## config.mk

```make
export PLATFORM = sky130hd
export DESIGN_NAME = tsd_ram
export DESIGN_NICKNAME = d
export VERILOG_FILES = /design/src/tsd_ram.sv
export SDC_FILE = /design/constraint.sdc
export NUM_CORES = 1
export LEC_CHECK = 0
export BUFFER_PORTS_ARGS = -buffer_cell sky130_fd_sc_hd__buf_2
export CORE_UTILIZATION = 60
export CTS_BUF_LIST = sky130_fd_sc_hd__clkbuf_16
export DETAILED_ROUTE_END_ITERATION = 8
export GPL_TIMING_DRIVEN = 0
export PLACE_DENSITY = 0.78
export SLEW_MARGIN = 15
export SYNTH_ARGS = -nofsm -noshare
export SYNTH_HDL_FRONTEND = slang
export SYNTH_SLANG_ARGS = --single-unit
```

## constraint.sdc

```tcl
create_clock -name clk -period 2.2 [get_ports clk]
set_input_delay 0.11 -clock clk [delete_from_list [all_inputs] [get_ports clk]]
set_output_delay 0.11 -clock clk [all_outputs]
set_load 0.005 [all_outputs]
```

## src/tsd_ram.sv

```systemverilog
`default_nettype none

// Simple dual-port synchronous memory: one write port, one read port with
// the read data registered.
module tsd_ram #(
  parameter int unsigned WIDTH = 8,
  parameter int unsigned DEPTH = 16
) (
  input  wire logic                     clk,
  input  wire logic                     we,
  input  wire logic [$clog2(DEPTH)-1:0] waddr,
  input  wire logic [WIDTH-1:0]         wdata,
  input  wire logic [$clog2(DEPTH)-1:0] raddr,
  output logic      [WIDTH-1:0]         rdata
);

  logic [WIDTH-1:0] mem [DEPTH];

  // Write port.
  always_ff @(posedge clk) begin
    if (we) begin
      mem[waddr] <= wdata;
    end
  end

  // Registered read port.
  always_ff @(posedge clk) begin
    rdata <= mem[raddr];
  end

endmodule

`default_nettype wire

```

==> results by stage <==
Status:
- The flow ran to the end, and the final reports show no timing, DRC or antenna violations.

Power:
- The standby leakage power is 2.017 nW.
- The total power is 5.783 mW.
- The worst-case IR drop observed on VDD is 685.4 uV.
- The total power divided by cell area is 969.2 mW/mm^2.

Yosys:
- For this run, the leading register cell type out of synthesis is sky130_fd_sc_hd__edfxtp_1.
- After synthesis the cells add up to 0.005147 sq mm.
- The post-synthesis instance total is 229.
- The post-synthesis cell type count is 19.
- The most used standard cell by instance count after synthesis is sky130_fd_sc_hd__edfxtp_1.
- The number of synthesized flops with an enable pin is 128.
- After synthesis, flip-flops and latches occupy 77.78% of the total area.
- For this run, the number of Yosys warnings is 0.
- By area the synthesized netlist is led by sky130_fd_sc_hd__edfxtp_1 (75%), sky130_fd_sc_hd__mux4_2 (7.9%), sky130_fd_sc_hd__mux4_1 (7.1%), sky130_fd_sc_hd__dfxtp_1 (3.1%), sky130_fd_sc_hd__a22oi_1 (2.3%).
- In this run, synthesis produced a sequential element count of 136.
- The async set-reset flop share out of synthesis is 0%.
- Sorting the synthesized cells by how often they occur yields sky130_fd_sc_hd__edfxtp_1 (128), sky130_fd_sc_hd__mux4_2 (18), sky130_fd_sc_hd__a22oi_1 (16).
- The average instance in the mapped netlist occupies 22.48 sq um.
- Synthesis produced a netlist with a net count of 247.
- The leading area contributor after synthesis is sky130_fd_sc_hd__edfxtp_1.
- After synthesis, the largest area contributor takes up 74.67% of total cell area.

Clock network:
- The post-CTS setup-driven buffer insertion count is 0.
- The buffer depth of the longest clock path is 2.
- The number of levels in the clock H-tree is 4.
- The post-cts sizing count is 0.
- The clock tree from TritonCTS is done.
- CTS saw 136 sinks.
- In this run, post-CTS hold repair placed 0 buffers.
- After clock tree synthesis, the clock-pin slew on the worst setup and hold paths is 0.06 ns.
- Clock tree synthesis selected as its root buffer the cell sky130_fd_sc_hd__clkbuf_16.
- For the worst-skew pair, the clock arrives at the later sink with an insertion delay of 0.41 ns.
- The CTS buffer count is 17.

Detailed routing:
- The detail-routed via count per cell is 6.415.
- The iteration-0 DRC count of the detailed router is 318.
- The sum of routed wire length over all layers is 10090 um.
- The number of remaining DRC errors is 0.
- Once detail routing completed, the nets flagged for antenna violations numbered 0.
- The final route contains 2502 vias.
- The number of optimization iterations in the first detailed-route pass is 5.
- The average wire per standard cell is 25.86 um.

Critical path:
- The worst setup path is captured at a flip-flop.
- In this run the worst path has a maximum fanout of 1.
- The critical path's largest stage delay is 0.53 ns.
- STA classifies the critical path startpoint as a flip-flop.
- The arrival time of the worst setup path is 1.71 ns.
- Together, buffers and inverters on the worst path number 0.
- The critical path's top delay family is multiplexers.
- The master of the slowest instance on the critical path is sky130_fd_sc_hd__mux4_1.
- At the worst endpoint, the required time is 2.48 ns.
- The critical path is of the reg -> reg type.
- Traced cell by cell, the critical path runs through mux4_1, a22oi_1, nand2_1.

Floorplanning:
- In this run the core area contains 33 standard-cell rows.
- The core footprint is 0.008258 sq mm.
- The height of the die is 94.63 um.
- The floorplan step defined a die boundary enclosing 0.008954 sq mm.
- In this run the count of I/O pins placed on the die edge is 26.
- For this configuration, the core starts out at a cell density of 62.33%.
- The width of the chip is 94.63 um.

STA:
- The max-slew violation count is 0.
- After routing, the total negative slack on setup checks comes to 0 ns.
- The number of failing hold endpoints at the final stage is 0.
- The top achievable clock speed is 697.8 MHz.
- The worst setup skew after layout is 0.006322 ns.
- In this run the tightest slew margin relative to its limit is 45.71%.
- The slew at the pin closest to its max-slew limit is 0.8114 ns.
- Dividing the final minimum period by the clock period gives 65.14%.
- After layout, the minimum clock period comes to 1.433 ns.
- Setup repair after global routing left no endpoint under its margin.
- The number of setup violations in the final report is 0.

Global routing:
- Entering global routing, the biggest net connects 17 pins.
- The number of global-route vias before repair is 2346.
- The number of antenna violations at the first check in global routing was 0.
- The total routing resource utilization after global routing is 25.00%.
- The global-route wire length before repair is 14410 um.
- Global routing finished with a remaining overflow of 0.

Job:
- The max-capacitance violation count is 0.

Final layout:
- The share of final-layout standard cells stronger than drive strength 1 is 28.42%.
- The synthesis-to-finish area growth is 15.92%.
- The net total in the final layout is 290.
- 0 antenna diodes ended up in the layout.

Placement:
- Buffers placed on the I/O ports in this run total 24.
- The final estimated routing congestion in global placement is 0.7107.
- Once detailed placement completed, the half-perimeter wirelength came to 5939 um.

Hold path:
- The tightest min-delay check is of the in -> reg type.
## cell families (layout without fill, tap and decap cells)
group / count (synthesis) / after routing / share of synthesized area, %
flip-flops: 136 / 136 / 77.78
AND/OR/NAND/NOR: 35 / 35 / 3.184
multiplexers: 32 / 32 / 15.02
buffers and inverters: 10 / 66 / 1.677
AO/OA/AOI/OAI: 16 / 16 / 2.334
## power by group
group	switching (mW)	internal, mW	total, mW
combinational	0.161	0.115	0.276
sequential	0.0154	2.90	2.91
clock	0.967	1.63	2.59
## layout make-up
type / count / area (sq um)
Buffer: 10 / 86.33
Clock buffer: 17 / 425.4
Clock inverter: 15 / 122.6
Fill cell: 468 / 2291
Multi-Input combinational cell: 83 / 1077
Sequential cell: 136 / 4004
Tap cell: 105 / 131.4
Timing Repair Buffer: 24 / 120.1
## flip-flops by register name, indices dropped and copies added, names as in the netlist
| name | flops |
|---|---|
| mem | 128 |
| rdata | 8 |
## path summary, 6_finish.rpt
kind / startpoint / to / slack [ns] / cells after the start
worst max-delay path: mem[9][5] / rdata[5] / 0.77 / 3
worst min-delay path: wdata[6] / mem[6][6] / 0.10 / 1
worst max register to register: mem[9][5] / rdata[5] / 0.77 / 3
worst min register to register: mem[11][2] / rdata[2] / 0.69 / 3
## metal layers
| metal | vias to the layer above | GRT usage, % | routed length (um) |
|---|---|---|---|
| met5 | - | 0 | 0 |
| met4 | 0 | 9.343 | 167 |
| met3 | 16 | 6.683 | 729 |
| met2 | 128 | 35.31 | 4761 |
| met1 | 1299 | 37.93 | 4427 |
| li1 | 1059 | - | - |
## layout by cell type, fill, tap and decap left out
| cell | instances |
|---|---|
| sky130_fd_sc_hd__a22oi_1 | 16 |
| sky130_fd_sc_hd__and2_1 | 1 |
| sky130_fd_sc_hd__and2b_1 | 1 |
| sky130_fd_sc_hd__buf_2 | 27 |
| sky130_fd_sc_hd__buf_4 | 1 |
| sky130_fd_sc_hd__buf_6 | 3 |
| sky130_fd_sc_hd__bufinv_16 | 2 |
| sky130_fd_sc_hd__clkbuf_16 | 17 |
| sky130_fd_sc_hd__clkdlybuf4s25_2 | 3 |
| sky130_fd_sc_hd__clkinv_1 | 4 |
| sky130_fd_sc_hd__clkinv_2 | 2 |
| sky130_fd_sc_hd__clkinvlp_4 | 3 |
| sky130_fd_sc_hd__dfxtp_1 | 8 |
| sky130_fd_sc_hd__edfxtp_1 | 128 |
| sky130_fd_sc_hd__inv_1 | 4 |
| sky130_fd_sc_hd__mux4_1 | 14 |
| sky130_fd_sc_hd__mux4_2 | 18 |
| sky130_fd_sc_hd__nand2_1 | 9 |
| sky130_fd_sc_hd__nand2b_1 | 2 |
| sky130_fd_sc_hd__nand3_1 | 1 |
| sky130_fd_sc_hd__nand3b_1 | 2 |
| sky130_fd_sc_hd__nor2_1 | 13 |
| sky130_fd_sc_hd__nor2b_1 | 1 |
| sky130_fd_sc_hd__nor3_2 | 4 |
| sky130_fd_sc_hd__or3b_2 | 1 |
## stage by stage
step	instances	hold slack [ns]	utilization, %	instance area, sq um	setup slack [ns]
detailed placement	358	0.4851	65.50	5409	0.3106
global route	390	0.09169	72.26	5967	0.7214
CTS	390	0.09425	72.14	5957	0.7551
floorplan	229	0.2089	-	5147	0.5971
finish	390	0.1048	72.26	5967	0.7670
global placement	358	0.4851	65.38	5399	0.06494
(Power assumes the default switching activity.)
